<file path="src/hw/rtl/swmq_pkg.sv">
package swmq_pkg;

   localparam int QUEUE_DEPTH = 64;
   localparam int VALUE_WIDTH = 32;
   localparam int COUNT_WIDTH = $clog2(QUEUE_DEPTH + 1);

   // request opcodes
   localparam logic OP_PUSH = 1'b0;
   localparam logic OP_POP  = 1'b1;

   // response status codes
   localparam logic [1:0] STATUS_OK    = 2'd0;
   localparam logic [1:0] STATUS_FULL  = 2'd1;
   localparam logic [1:0] STATUS_EMPTY = 2'd2;

   typedef logic signed [VALUE_WIDTH-1:0] value_type;
   typedef logic [COUNT_WIDTH-1:0]        count_type;

   // broadcast to every cell of both chains
   typedef struct packed {
      logic      fifo_push;   // append value at the first free cell
      logic      fifo_pop;    // move every entry one cell toward the front
      logic      dq_push;     // drop worse tail entries, then append value
      logic      dq_shift;    // drop the deque head
      logic      dq_clear;    // empty the deque
      logic      track_min;   // 1: worse means larger
      value_type value;
   } ctrl_type;

endpackage

</file>
<file path="src/hw/rtl/swmq_deque_cell.sv">
module swmq_deque_cell (
   input  logic                 clock,
   input  logic                 reset,
   input  swmq_pkg::ctrl_type   ctrl,
   input  logic                 clamp,        // last cell: overwrite when every cell is kept
   input  logic                 left_kept,    // some cell at or above the left one survives
   input  logic                 right_kept,   // some cell right of this one survives
   input  logic                 right_valid,
   input  swmq_pkg::value_type  right_value,
   output logic                 kept,         // this cell or one to its right survives
   output logic                 valid,
   output swmq_pkg::value_type  value
);

   logic                valid_ff;
   logic                valid_in;
   swmq_pkg::value_type value_ff;
   swmq_pkg::value_type value_in;
   logic                worse;
   logic                load;

   // entry is strictly worse than the incoming value
   assign worse = ctrl.track_min ? (value_ff > ctrl.value) : (value_ff < ctrl.value);

   // survive a push if not worse, or if any later entry survives
   assign kept = (valid_ff & ~worse) | right_kept;

   // the cell just past the last survivor takes the pushed value
   assign load = (clamp | ~kept) & left_kept;

   always_comb begin
      valid_in = valid_ff;
      value_in = value_ff;
      if (ctrl.dq_clear) begin
         valid_in = 1'b0;
      end else if (ctrl.dq_shift) begin
         valid_in = right_valid;
         value_in = right_value;
      end else if (ctrl.dq_push) begin
         valid_in = kept | load;
         if (load) begin
            value_in = ctrl.value;
         end
      end
   end

   always_ff @(posedge clock) begin
      if (reset) begin
         valid_ff <= 1'b0;
      end else begin
         valid_ff <= valid_in;
      end
   end

   always_ff @(posedge clock) begin
      value_ff <= value_in;
   end

   assign valid = valid_ff;
   assign value = value_ff;

endmodule

</file>
<file path="config.mk">
export PLATFORM = sky130hd
export DESIGN_NAME = swmq_deque_cell
export DESIGN_NICKNAME = d
export VERILOG_FILES = /design/src/hw/rtl/swmq_pkg.sv /design/src/hw/rtl/swmq_deque_cell.sv
export SDC_FILE = /design/constraint.sdc
export NUM_CORES = 1
export LEC_CHECK = 0
export ABC_CLOCK_PERIOD_IN_PS = 6300
export BUFFER_PORTS_ARGS = -buffer_cell sky130_fd_sc_hd__buf_2
export CORE_MARGIN = 2
export CORE_UTILIZATION = 40
export DETAILED_ROUTE_END_ITERATION = 16
export GPL_TIMING_DRIVEN = 0
export PLACE_DENSITY = 0.71
export SYNTH_ARGS = -nofsm -noshare
export SYNTH_HDL_FRONTEND = slang
export SYNTH_SLANG_ARGS = --single-unit
</file>
<file path="constraint.sdc">
create_clock -name clock -period 6.3 [get_ports clock]
set_input_delay 0.315 -clock clock [delete_from_list [all_inputs] [get_ports clock]]
set_output_delay 0.315 -clock clock [all_outputs]
set_load 0.01 [all_outputs]
</file>
==> results by group <==
Route
  • Via count of the routed design: 2033
  • Antenna-violating nets left: 0
  • Routed length per placed instance: 13.1 µm
  • Post-route DRC violation count: 0
  • Number of iterations in the first detailed-routing pass: 4
  • Total wirelength of the detailed-routed design: 5.44 mm
  • Via density: 4.89
  • First-iteration detailed-routing DRC count: 71

Floorplanning
  • Area of the core: 0.00544 mm²
  • Die width: 78.8 µm
  • Initial core utilization: 41.2%
  • Area of the die: 0.00621 mm²
  • Count of pins on the block boundary: 110
  • Die boundary height: 78.8 µm
  • Number of placement rows: 27

Pwr
  • Worst supply voltage drop on vdd: 0.0000909 V
  • Fraction of power consumed by the clock network: 32.8%
  • Power density relative to cell area: 200 mW/mm²
  • Static leakage power: 1.48 nW
  • Switching Fraction: 26.5%
  • Combinational group share of total power: 21.9%
  • Power spent charging and discharging nets: 0.158 mW
  • Internal power: 0.437 mW
  • Fraction of power consumed by sequential logic: 45.3%

Worst setup path
  • Crit path arrival time: 3210 ps
  • CP Launch Point: value[25]
  • Worst-path maximum fanout: 32
  • Startpoint type of the worst setup path: flop
  • Critical Path Sink Type: flop
  • Reg-to-Reg Start: value[25]
  • Category of the critical setup timing path: flop to flop
  • Critical Path RT: 6210 ps

Run
  • Maximum capacitance violations: 0

Placement
  • Number of buffers added on ports: 107
  • Final estimated routing congestion in global placement: 0.749
  • Cell Area, Placed: 0.00287 mm²
  • Detail Placement HPWL: 4.35 mm

Clocking
  • Master cell of the clock root buffer: sky130_fd_sc_hd__clkbuf_8
  • Later-pin clock latency in the skew report: 280 ps
  • Clock slew at reported path FFs: 70 ps
  • H-tree depth: 2
  • Maximum number of buffers from clock root to sink: 2
  • Hold buffer count at cts: 0
  • Number of gates resized after cts: 0
  • Clock tree from TritonCTS: built
  • Total number of clock tree sinks: 33
  • Number of setup buffers added after CTS: 0
  • CTS Buf Count: 5

STA
  • Tightest Pin Transition: 793 ps
  • Fin Clk Skew: 8.41 ps
  • Final total negative setup slack: 0 ps
  • Worst slew slack as a fraction of its limit: 47.1%
  • Number of setup violations in the final report: 0
  • Max Clock Freq: 303 MHz
  • Final hold violation count: 0
  • Unrepaired setup endpoints after global routing: no
  • Number of max-slew violations in the final report: 0
  • Fin crit period: 3300 ps
  • Final critical-path share of the clock period: 52.4%

Synth
  • Post-Syn Instances: 229
  • Post-synthesis share of cell area spent on xor and xnor gates: 0%
  • Most instantiated flip-flop cell in the synthesis netlist: sky130_fd_sc_hd__edfxtp_1
  • Combinational family with the most area after synthesis: compound AO/OA/AOI/OAI gates
  • Post-synthesis mux area share: 0.503%
  • Simple-Gate Fraction of Synth Area: 12.5%
  • Area fraction of the dominant cell type after synthesis: 42.9%
  • Async S/R FF share, synth: 0%
  • Number of storage elements in the synthesis netlist: 33
  • Mean instance size in the synthesized netlist: 9.77 µm²
  • Synthesis warning total: 0
  • Number of distinct library cells after synthesis: 35
  • Main area contributors after synthesis: sky130_fd_sc_hd__edfxtp_1 43%, sky130_fd_sc_hd__ha_1 18%, sky130_fd_sc_hd__o21ai_0 7.6%
  • Number of nets produced by synthesis: 337
  • EDFF count, synth: 32
  • Complex-gate fraction of the synthesized area: 18.4%
  • Proportion of synthesized chip area in sequential cells: 43.8%
  • Fraction of the mapped netlist area in adder cells: 17.9%
  • Netlist Area Pre-Place: 0.00224 mm²
  • Biggest area consumer among synthesized cells: sky130_fd_sc_hd__edfxtp_1

Final layout
  • # diodes: 0
  • Area of combinational cells with multiple inputs: 0.00110 mm²
  • Most frequent standard cell in the layout excluding fill and tap cells: sky130_fd_sc_hd__buf_2
  • Number of fillers in the final layout: 525
  • Most frequent cells in the layout: 107 x sky130_fd_sc_hd__buf_2, 41 x sky130_fd_sc_hd__nand2_1, 34 x sky130_fd_sc_hd__inv_1, 34 x sky130_fd_sc_hd__o21ai_0
  • Number of nets in the layout: 451
  • Layout cells sized above 1: 36.3%
  • Final Cell Area: 0.00297 mm²
  • Sequential standard cell area: 981 µm²
  • Area growth from synthesis to layout: 32.8%
  • End-of-flow core utilization: 54.6%

Status
  • Outcome: complete, no violations

Global route
  • Global-route wire length before repair: 8.78 mm
  • Largest net degree at the start of global routing: 33
  • Number of antenna violations at the first check in global routing: 0
  • Combined global-route utilization of all metal layers: 18.2%
  • Total congestion overflow: 0
  • Via count of the first global-routing pass: 1959

Worst hold path
  • Worst min-delay path category: input pin to flop
  • Launch point of the worst hold path: reset
## worst paths after layout
check,end,slack (ps),cells after the start
hold / removal,valid,200,2
hold reg to reg,valid,550,2
setup reg to reg,value[0],3000,8
setup / recovery,value[0],3000,8
## cell usage after synthesis (2+ instances only)
| cell type | count |
|---|---|
| sky130_fd_sc_hd__a21boi_2 | 2 |
| sky130_fd_sc_hd__o21ai_0 | 34 |
| sky130_fd_sc_hd__a21oi_1 | 10 |
| sky130_fd_sc_hd__clkbuf_1 | 6 |
| sky130_fd_sc_hd__inv_1 | 34 |
| sky130_fd_sc_hd__a221o_1 | 2 |
| sky130_fd_sc_hd__nand4_1 | 4 |
| sky130_fd_sc_hd__edfxtp_1 | 32 |
| sky130_fd_sc_hd__ha_1 | 32 |
| sky130_fd_sc_hd__and4_1 | 3 |
| sky130_fd_sc_hd__nor2_1 | 4 |
| sky130_fd_sc_hd__nand2_1 | 41 |
| sky130_fd_sc_hd__a21o_1 | 3 |
## logic make-up (layout without fill, tap and decap cells)
logic type                 Yosys count  after routing
and+or+nand+nor                     60             60
adders and majority gates           32             32
DFF                                 33             33
muxes                                1              1
AOI/OAI and AO/OA                   62             62
buffers and inverters               41            156
## power by group through the flow
stage | logic, mW | clock network (mW) | registers (mW)
after global placement | 0.128 | 0 | 0.274
after floorplan | 0.0672 | 0 | 0.281
after CTS | 0.132 | 0.199 | 0.270
final | 0.130 | 0.195 | 0.270
after detailed placement | 0.132 | 0 | 0.275
after global routing | 0.150 | 0.213 | 0.271
## stage by stage
stage | setup WS [ps] | cells | power [mW] | hold WS [ps]
floorplan | 2940 | 229 | 0.348 | 384
global placement | 2400 | 408 | 0.402 | 487
detailed placement | 2940 | 408 | 0.406 | 489
CTS | 2960 | 416 | 0.602 | 191
global route | 2770 | 416 | 0.634 | 189
finish | 3000 | 416 | 0.595 | 202
## layout make-up
type	instances	share of cell area (%)
plain buffers	7	0.884
clock buffers	6	2.44
inverters	34	4.29
repair buffers	107	18.0
flip-flops and latches	33	33.0
multi-input cells	155	37.2
well taps	72	3.03
clock inverters	2	1.14
## state kept, by name, indices dropped and copies added, names as in the netlist
name	count
value	32
valid	1
## critical path, cell delays in order, from the launching register on
cell                       delay (ps)
sky130_fd_sc_hd__edfxtp_1         410
sky130_fd_sc_hd__ha_1             330
sky130_fd_sc_hd__a21o_1           180
sky130_fd_sc_hd__a221o_1          330
sky130_fd_sc_hd__a221oi_2         260
sky130_fd_sc_hd__o21a_2           200
sky130_fd_sc_hd__a21boi_2          70
sky130_fd_sc_hd__o311ai_2         370
sky130_fd_sc_hd__a221o_2          760
## layer usage
metal	global-route usage (%)	routed length (µm)	vias up	part of all wire [%]
li1	-	-	1046	-
met1	22.1	2440	909	45
met2	31.8	2570	74	47
met3	5.00	399	4	7.3
met4	4.74	35	0	0.64
met5	0	0	-	0
Note: power is estimated with default switching activity, not from simulation.
