File: config.mk
export PLATFORM = sky130hd
export DESIGN_NAME = swmq_fifo_cell
export DESIGN_NICKNAME = d
export VERILOG_FILES = /design/src/hw/rtl/swmq_pkg.sv /design/src/hw/rtl/swmq_fifo_cell.sv
export SDC_FILE = /design/constraint.sdc
export NUM_CORES = 1
export LEC_CHECK = 0
export ABC_AREA = 0
export BUFFER_PORTS_ARGS = -buffer_cell sky130_fd_sc_hd__buf_2
export CORE_MARGIN = 5
export CORE_UTILIZATION = 41
export DETAILED_ROUTE_END_ITERATION = 10
export GPL_TIMING_DRIVEN = 0
export PLACE_DENSITY = 0.8
export SYNTH_ARGS = -nofsm -noshare
export SYNTH_HDL_FRONTEND = slang
export SYNTH_SLANG_ARGS = --single-unit
File: constraint.sdc
create_clock -name clock -period 3.2 [get_ports clock]
set_input_delay 0.48 -clock clock [delete_from_list [all_inputs] [get_ports clock]]
set_output_delay 0.48 -clock clock [all_outputs]
set_load 0.02 [all_outputs]
File: src/hw/rtl/swmq_pkg.sv
package swmq_pkg;

   localparam int QUEUE_DEPTH = 64;
   localparam int VALUE_WIDTH = 32;
   localparam int COUNT_WIDTH = $clog2(QUEUE_DEPTH + 1);

   // request opcodes
   localparam logic OP_PUSH = 1'b0;
   localparam logic OP_POP  = 1'b1;

   // response status codes
   localparam logic [1:0] STATUS_OK    = 2'd0;
   localparam logic [1:0] STATUS_FULL  = 2'd1;
   localparam logic [1:0] STATUS_EMPTY = 2'd2;

   typedef logic signed [VALUE_WIDTH-1:0] value_type;
   typedef logic [COUNT_WIDTH-1:0]        count_type;

   // broadcast to every cell of both chains
   typedef struct packed {
      logic      fifo_push;   // append value at the first free cell
      logic      fifo_pop;    // move every entry one cell toward the front
      logic      dq_push;     // drop worse tail entries, then append value
      logic      dq_shift;    // drop the deque head
      logic      dq_clear;    // empty the deque
      logic      track_min;   // 1: worse means larger
      value_type value;
   } ctrl_type;

endpackage

File: src/hw/rtl/swmq_fifo_cell.sv
module swmq_fifo_cell (
   input  logic                 clock,
   input  logic                 reset,
   input  swmq_pkg::ctrl_type   ctrl,
   input  logic                 left_valid,
   input  logic                 right_valid,
   input  swmq_pkg::value_type  right_value,
   output logic                 valid,
   output swmq_pkg::value_type  value
);

   logic                valid_ff;
   logic                valid_in;
   swmq_pkg::value_type value_ff;
   swmq_pkg::value_type value_in;
   logic                load;

   // the first free cell takes a pushed value
   assign load = ctrl.fifo_push & ~valid_ff & left_valid;

   always_comb begin
      valid_in = valid_ff;
      value_in = value_ff;
      if (ctrl.fifo_pop) begin
         valid_in = right_valid;
         value_in = right_value;
      end else if (load) begin
         valid_in = 1'b1;
         value_in = ctrl.value;
      end
   end

   always_ff @(posedge clock) begin
      if (reset) begin
         valid_ff <= 1'b0;
      end else begin
         valid_ff <= valid_in;
      end
   end

   always_ff @(posedge clock) begin
      value_ff <= value_in;
   end

   assign valid = valid_ff;
   assign value = value_ff;

endmodule

==> results by group, run 1 <==
Clock tree
  • Clk root buf: clkbuf_8
  • Cts repair resizes: 0
  • Worst-skew pair later-pin latency: 0.28 ns
  • CTS Buf Count: 5
  • # hold bufs at CTS: 0
  • Post-CTS Setup Inserts: 0
  • Sink Count: 33
  • CTS tree: done
  • Clk buf depth: 2
  • CTS H-tree lvls: 2
  • Clock slew at reported path FFs: approximately 0.070 ns

Logic synthesis
  • Post-synth top area share: 62.7%
  • Post-synth ARST share: 0%
  • Cell taking the most area after synthesis: edfxtp_1
  • Synth cell count leaders: 32 x edfxtp_1, 27 x mux2_4, 5 x mux2_2
  • Post-synth EDFFs: 32
  • Seq/Total Area, Yosys: 64.0%
  • Yosys warns: 0
  • Most instantiated library cell after synthesis: edfxtp_1
  • Yosys cell types: 11
  • Mapped Avg Cell Area: 20.7 µm²
  • Mapped Area: 0.00153 mm²
  • Synth Flop Type: edfxtp_1
  • Syn nets: 148
  • Yosys reg bits: 33
  • Synth top area cells: edfxtp_1 63%, mux2_4 26%, mux2_2 3.7%, buf_6 2.2%, buf_12 1.3%
  • Post-Syn Instances: 74

Timing
  • Tcrit/Tclk final: 49.9%
  • Final hold slack: 0.364 ns
  • Crit path time final: 1.60 ns
  • Least-Margin Pin Slew: roughly 0.85 ns
  • RSZ-0062 raised after global routing: false
  • Total negative slack: 0 ns
  • Fmax: 626 MHz
  • Final Hold Vio Count: 0
  • Clock Skews: 0.00390 ns
  • Final Max Slew Viols: 0
  • Final Setup Violations: 0
  • Max-Slew Margin vs Limit: 43.5%

Drt
  • Post-route DRC: 0
  • Routed vias/inst: 4.38
  • Wirelength per Cell: roughly 15 µm
  • Via count: 1,015
  • WL final: roughly 3.4 mm
  • DR iter-0 viols: 13
  • Post-DRT Antenna Nets: 0
  • Drt pass-1 iters: 4

Pwr
  • Maximum vdd ir drop: 230 µV
  • Power Total: 1130 µW
  • Pwr per Cell Area: 507 mW/mm²
  • Leakage: 0.00108 µW

Worst setup path
  • Kind of critical path: in2reg
  • R2R Setup Slk: about 1.6 ns
  • Crit-path max FO: 17
  • Critical Path Sink Type: flop
  • Crit path launch type: primary input
  • Crit path DAT: approximately 1.6 ns
  • Worst endpoint required time: 3.18 ns

Place
  • DP Wirelength: about 2.8 mm
  • PortBufs: roughly 100
  • DP Area: 0.00212 mm²
  • Placer Congestion: 0.838

Finish
  • ANT cells: 0
  • Area grow syn2layout: 45.7%
  • Seq. cell area: slightly below 0.001 mm²
  • Multi-input gate area: roughly 500 µm²
  • Post-route design area: 0.00223 mm²
  • Layout cells sized above 1: 80.4%
  • Layout net count: approximately 260
  • Fillers: 301

GRT
  • Global-route wire length before repair: about 5.3 mm
  • GRT Util Overall: 13.7%
  • Gr ovfl total: 0
  • Initial antenna violation count: 0
  • Largest net degree at the start of global routing: 18
  • Vias in the first global route: 1,163

Floorplan
  • Io pins: 107
  • # rows: 22
  • Core outline area: 0.00363 mm²
  • Initial core utilization: 42.2%
  • Die footprint: 0.00506 mm²
  • Die width: 71.1 µm
  • DIE HEIGHT: 71.1 µm

Hold path
  • Hold Path Class: in2reg

Job
  • Max-cap violations: 0

Run status
  • Status: complete, no violations
==> per-layer routing <==
| layer | vias up | routed length (µm) | track usage [%] |
|---|---|---|---|
| met2 | 61 | 1840 | 25.3 |
| met1 | 445 | 1170 | 13.7 |
| met4 | 0 | 68 | 7.52 |
| li1 | 504 | - | - |
| met3 | 5 | 345 | 3.55 |
| met5 | - | 0 | 0 |
==> critical path, stage by stage <==
cell	delay, ns
buf_2	0.07
nand2_1	0.09
o21bai_2	0.68
buf_8	0.26
==> flip-flops by register name (all words and copies together) (netlist names) <==
signal,cells
valid,1
value,32
==> stage by stage <==
stage | utilization [%] | std cells | setup WS (ns)
finish | 61.5 | 232 | 1.60
global route | 61.5 | 232 | 1.49
CTS | 61.5 | 232 | 1.58
detailed placement | 58.3 | 224 | 1.28
global placement | 57.7 | 223 | 0.135
floorplan | - | 74 | 0.697
==> final cells by class <==
class | count | share of cell area [%]
Timing Repair Buffer | 102 | 23.3
Clock buffer | 7 | 3.87
Multi-Input combinational cell | 36 | 22.3
Clock inverter | 1 | 1.34
Tap cell | 48 | 2.69
Buffer | 4 | 2.41
Sequential cell | 33 | 43.9
Inverter | 1 | 0.168
==> power by group <==
part	total (µW)	internal (µW)	switching, µW
Sequential	526	518	8.07
Clock	397	254	144
Combinational	209	106	103
Total	1130	878	254
==> cell families (layout without fill, tap and decap cells) <==
kind of cell	after synthesis	after routing	synth area share (%)
buffers and inverters	5	115	3.75
flip-flops	33	33	64.0
AND/OR/NAND/NOR	2	2	0.653
multiplexers	32	32	30.1
AO/OA/AOI/OAI	2	2	1.47
==> cells in the final DEF, fill, tap and decap left out <==
| master | n |
|---|---|
| a221oi_2 | 1 |
| buf_12 | 1 |
| buf_2 | 101 |
| buf_6 | 3 |
| buf_8 | 1 |
| bufinv_16 | 1 |
| clkbuf_1 | 1 |
| clkbuf_8 | 6 |
| dfxtp_1 | 1 |
| edfxtp_1 | 32 |
| inv_1 | 1 |
| mux2_2 | 5 |
| mux2_4 | 27 |
| nand2_1 | 1 |
| nor2_2 | 1 |
| o21bai_2 | 1 |
==> path summary, 6_finish.rpt <==
path              start   endpoint  cells past startpoint
max          left_valid  value[13]                      4
min               reset      valid                      2
max reg2reg       valid  value[13]                      2
min reg2reg       valid      valid                      2
Power figures use the tool's default switching activity.
==> run 2, diff against run 1 <==
Settings changed: ABC_AREA 0 to 1, CORE_UTILIZATION 41 to 40, PLACE_DENSITY 0.8 to 0.79.
Clock period 3.2 ns to 1.6 ns, I/O delays scaled along.
==> results by group, run 2 <==
Drt
  • Routed vias/inst: 4.27 (was 4.38)
  • DR iter-0 viols: 56 (was 13)
  • Drt pass-1 iters: 4 (unchanged)
  • WL final: 3.51 mm (was 3.43 mm)
  • Post-route DRC: 0 (unchanged)
  • Wirelength per Cell: 11.6 µm (was 14.8 µm)
  • Via count: 1,291 (was 1,015)
  • Post-DRT Antenna Nets: 0 (unchanged)

GRT
  • Gr ovfl total: 0 (unchanged)
  • Initial antenna violation count: 0 (unchanged)
  • Largest net degree at the start of global routing: 33 (was 18)
  • GRT Util Overall: 14.1% (was 13.7%)
  • Global-route wire length before repair: 5.42 mm (was 5.33 mm)
  • Vias in the first global route: 1,277 (was 1,163)

Timing
  • Crit path time final: 1.39 ns
  • Final Max Slew Viols: 0 (unchanged)
  • Max-Slew Margin vs Limit: 52.5% (was 43.5%)
  • Final Setup Violations: 0 (unchanged)
  • Final hold slack: 0.185 ns (was 0.364 ns)
  • Total negative slack: 0 ns (unchanged)
  • Final Hold Vio Count: 0 (unchanged)
  • Tcrit/Tclk final: 86.8%
  • Least-Margin Pin Slew: 0.711 ns (was 0.847 ns)
  • Clock Skews: 0.00298 ns (was 0.00390 ns)
  • Fmax: about 700 MHz
  • RSZ-0062 raised after global routing: false (unchanged)

Floorplan
  • Die width: 70.9 µm (was 71.1 µm)
  • # rows: 22 (unchanged)
  • Die footprint: 0.00503 mm² (was 0.00506 mm²)
  • Io pins: 107 (unchanged)
  • Core outline area: 0.00363 mm² (unchanged)
  • DIE HEIGHT: 70.9 µm (was 71.1 µm)
  • Initial core utilization: 40.8% (was 42.2%)

Pwr
  • Pwr per Cell Area: 944 mW/mm² (was 507 mW/mm²)
  • Gate power share: 19.1% (was 18.4%)
  • Power Total: 2010 µW (was 1130 µW)
  • Sw Share: 26.2% (was 22.5%)
  • P_int: 1490 µW (was 878 µW)
  • Leakage: 0.00113 µW (was 0.00108 µW)
  • Seq pwr share: 52.4% (was 46.5%)
  • Sw power: 528 µW (was 254 µW)
  • Maximum vdd ir drop: 596 µV (was 230 µV)
  • Clock share of power: 28.5% (was 35.1%)

Job
  • Max-cap violations: 0 (unchanged)

Logic synthesis
  • Mapped Area: 0.00148 mm² (was 0.00153 mm²)
  • Post-synth EDFFs: 32 (unchanged)
  • Cell taking the most area after synthesis: edfxtp_1 (unchanged)
  • Yosys cell types: 11 (unchanged)
  • Post-Syn Instances: 145 (was 74)
  • Post-synth ARST share: 0% (unchanged)
  • Synth Flop Type: edfxtp_1 (unchanged)
  • Yosys reg bits: 33 (unchanged)
  • Seq/Total Area, Yosys: 66.1% (was 64.0%)
  • Post-synth top area share: 64.8% (was 62.7%)
  • Mapped Avg Cell Area: 10.2 µm² (was 20.7 µm²)
  • Synth top area cells: edfxtp_1 65%, nand2_1 23%, nand2_2 3.8%, buf_6 2.3%, buf_4 1.5% (was edfxtp_1 63%, mux2_4 26%, mux2_2 3.7%, buf_6 2.2%, buf_12 1.3%)
  • Syn nets: 219 (was 148)
  • Yosys warns: 0 (unchanged)
  • Most instantiated library cell after synthesis: nand2_1 (was edfxtp_1)
  • Synth cell count leaders: 89 x nand2_1, 32 x edfxtp_1, 9 x nand2_2 (was 32 x edfxtp_1, 27 x mux2_4, 5 x mux2_2)

Finish
  • Fillers: 324 (was 301)
  • Non-Filler Instances: 302 (was 232)
  • Most common cell after layout, fill and taps aside: buf_2 (unchanged)
  • Max reg flops: 32 (unchanged)
  • ANT cells: 0 (unchanged)
  • Layout cells sized above 1: 49.2% (was 80.4%)
  • Most frequent cells in the layout: 101 x buf_2, 88 x nand2_1, 32 x edfxtp_1, 10 x nand2_2, 5 x clkbuf_8 (was 101 x buf_2, 32 x edfxtp_1, 27 x mux2_4, 6 x clkbuf_8, 5 x mux2_2)
  • Layout net count: 327 (was 257)
  • Area grow syn2layout: 43.8% (was 45.7%)

Clock tree
  • CTS tree: done (unchanged)
  • # hold bufs at CTS: 0 (unchanged)
  • Clk root buf: clkbuf_8 (unchanged)
  • Post-CTS Setup Inserts: 0 (unchanged)
  • Clock slew at reported path FFs: 0.06 ns (was 0.07 ns)
  • Cts repair resizes: 0 (unchanged)
  • Clk buf depth: 2 (unchanged)
  • Sink Count: 33 (unchanged)
  • CTS H-tree lvls: 2 (unchanged)
  • Worst-skew pair later-pin latency: 0.28 ns (about the same)
  • CTS Buf Count: 5 (unchanged)

Worst setup path
  • WP buf/inv: 1 (was 2)
  • Slowest cell on crit path: nand2_2 (was o21bai_2)
  • Worst endpoint required time: 1.51 ns (was 3.18 ns)
  • Crit path DAT: 1.30 ns (was 1.58 ns)
  • Crit path launch type: flop (was primary input)
  • Critical Path Sink Type: flop (unchanged)
  • Crit-path cells: inv_1 > nand3_1 > nand2_2 (was buf_2 > nand2_1 > o21bai_2 > buf_8)
  • CP top delay family: simple AND/OR/NAND/NOR gates (was compound AO/OA/AOI/OAI gates)
  • Kind of critical path: reg2reg (was in2reg)
  • Critical path's largest stage delay: 0.55 ns (was 0.68 ns)
  • Crit-path max FO: 32 (was 17)

Place
  • DP Wirelength: 2.75 mm (was 2.79 mm)
  • PortBufs: 101 (unchanged)
  • Cells after DPL: 294 (was 224)
  • Placer Congestion: 0.744 (was 0.838)

Run status
  • Status: complete, no violations (unchanged)

Hold path
  • Hold Path Class: in2reg (unchanged)
-- run 2: cell types whose count changed after synthesis, sizes merged, moves of 2 or more --
cell | previous run | this run
inv | 1 | 3
nand2 | 1 | 98
nand3 | 0 | 2
buf | 4 | 7
mux2 | 32 | 0
-- run 2: through the flow --
stage	setup slack, ns	area [µm²]	utilization (%)
3_3_place_gp	0.110	2050	56.5
4_1_cts	0.185	2130	58.7
5_1_grt	0.118	2130	58.7
6_report	0.211	2130	58.7
2_1_floorplan	0.266	1490	-
3_5_place_dp	0.120	2050	56.5
-- run 2: cells by family after synthesis --
group,Yosys count,share of synthesized area [%]
buf+inv,10,6.41
flops,33,66.1
simple gates,102,27.5
-- run 2: path summary, 6_finish.rpt --
path	startpoint	end	slack (ns)	depth (start not counted)
hold / removal	reset	valid	0.18	4
setup reg to reg	valid	value[15]	0.21	3
setup / recovery	valid	value[15]	0.21	3
hold reg to reg	valid	valid	0.56	4
-- run 2: final cells by class --
type / instances / area, µm² / share of cell area (%)
plain buffers: 7 / 76.3 / 3.58
clock buffers: 5 / 68.8 / 3.23
flip-flops and latches: 33 / 981 / 46.0
multi-input cells: 102 / 410 / 19.2
well taps: 48 / 60.1 / 2.82
inverters: 3 / 18.8 / 0.880
repair buffers: 101 / 505 / 23.7
clock inverters: 3 / 12.5 / 0.587
-- run 2: worst register-to-register path: cells and delay by family, from the launching register on --
family / cells / cell delay [ns]
DFF: 1 / 0.31
and+or+nand+nor: 2 / 0.64
buffers and inverters: 1 / 0.06
-- run 2: per-layer routing --
| metal | track usage (%) | vias up | wire [µm] |
|---|---|---|---|
| li1 | - | 678 | - |
| met1 | 14.6 | 548 | 1320 |
| met2 | 25.0 | 59 | 1790 |
| met3 | 5.40 | 6 | 336 |
| met4 | 6.26 | 0 | 66 |
| met5 | 0 | - | 0 |
-- run 2: power groups by stage --
stage / Sequential [µW] / Clock (µW) / Combinational (µW)
2_1_floorplan: 1170 / 0 / 119
3_3_place_gp: 1070 / 0 / 386
3_5_place_dp: 1070 / 0 / 392
4_1_cts: 1060 / 596 / 393
5_1_grt: 1060 / 634 / 425
6_report: 1060 / 574 / 386
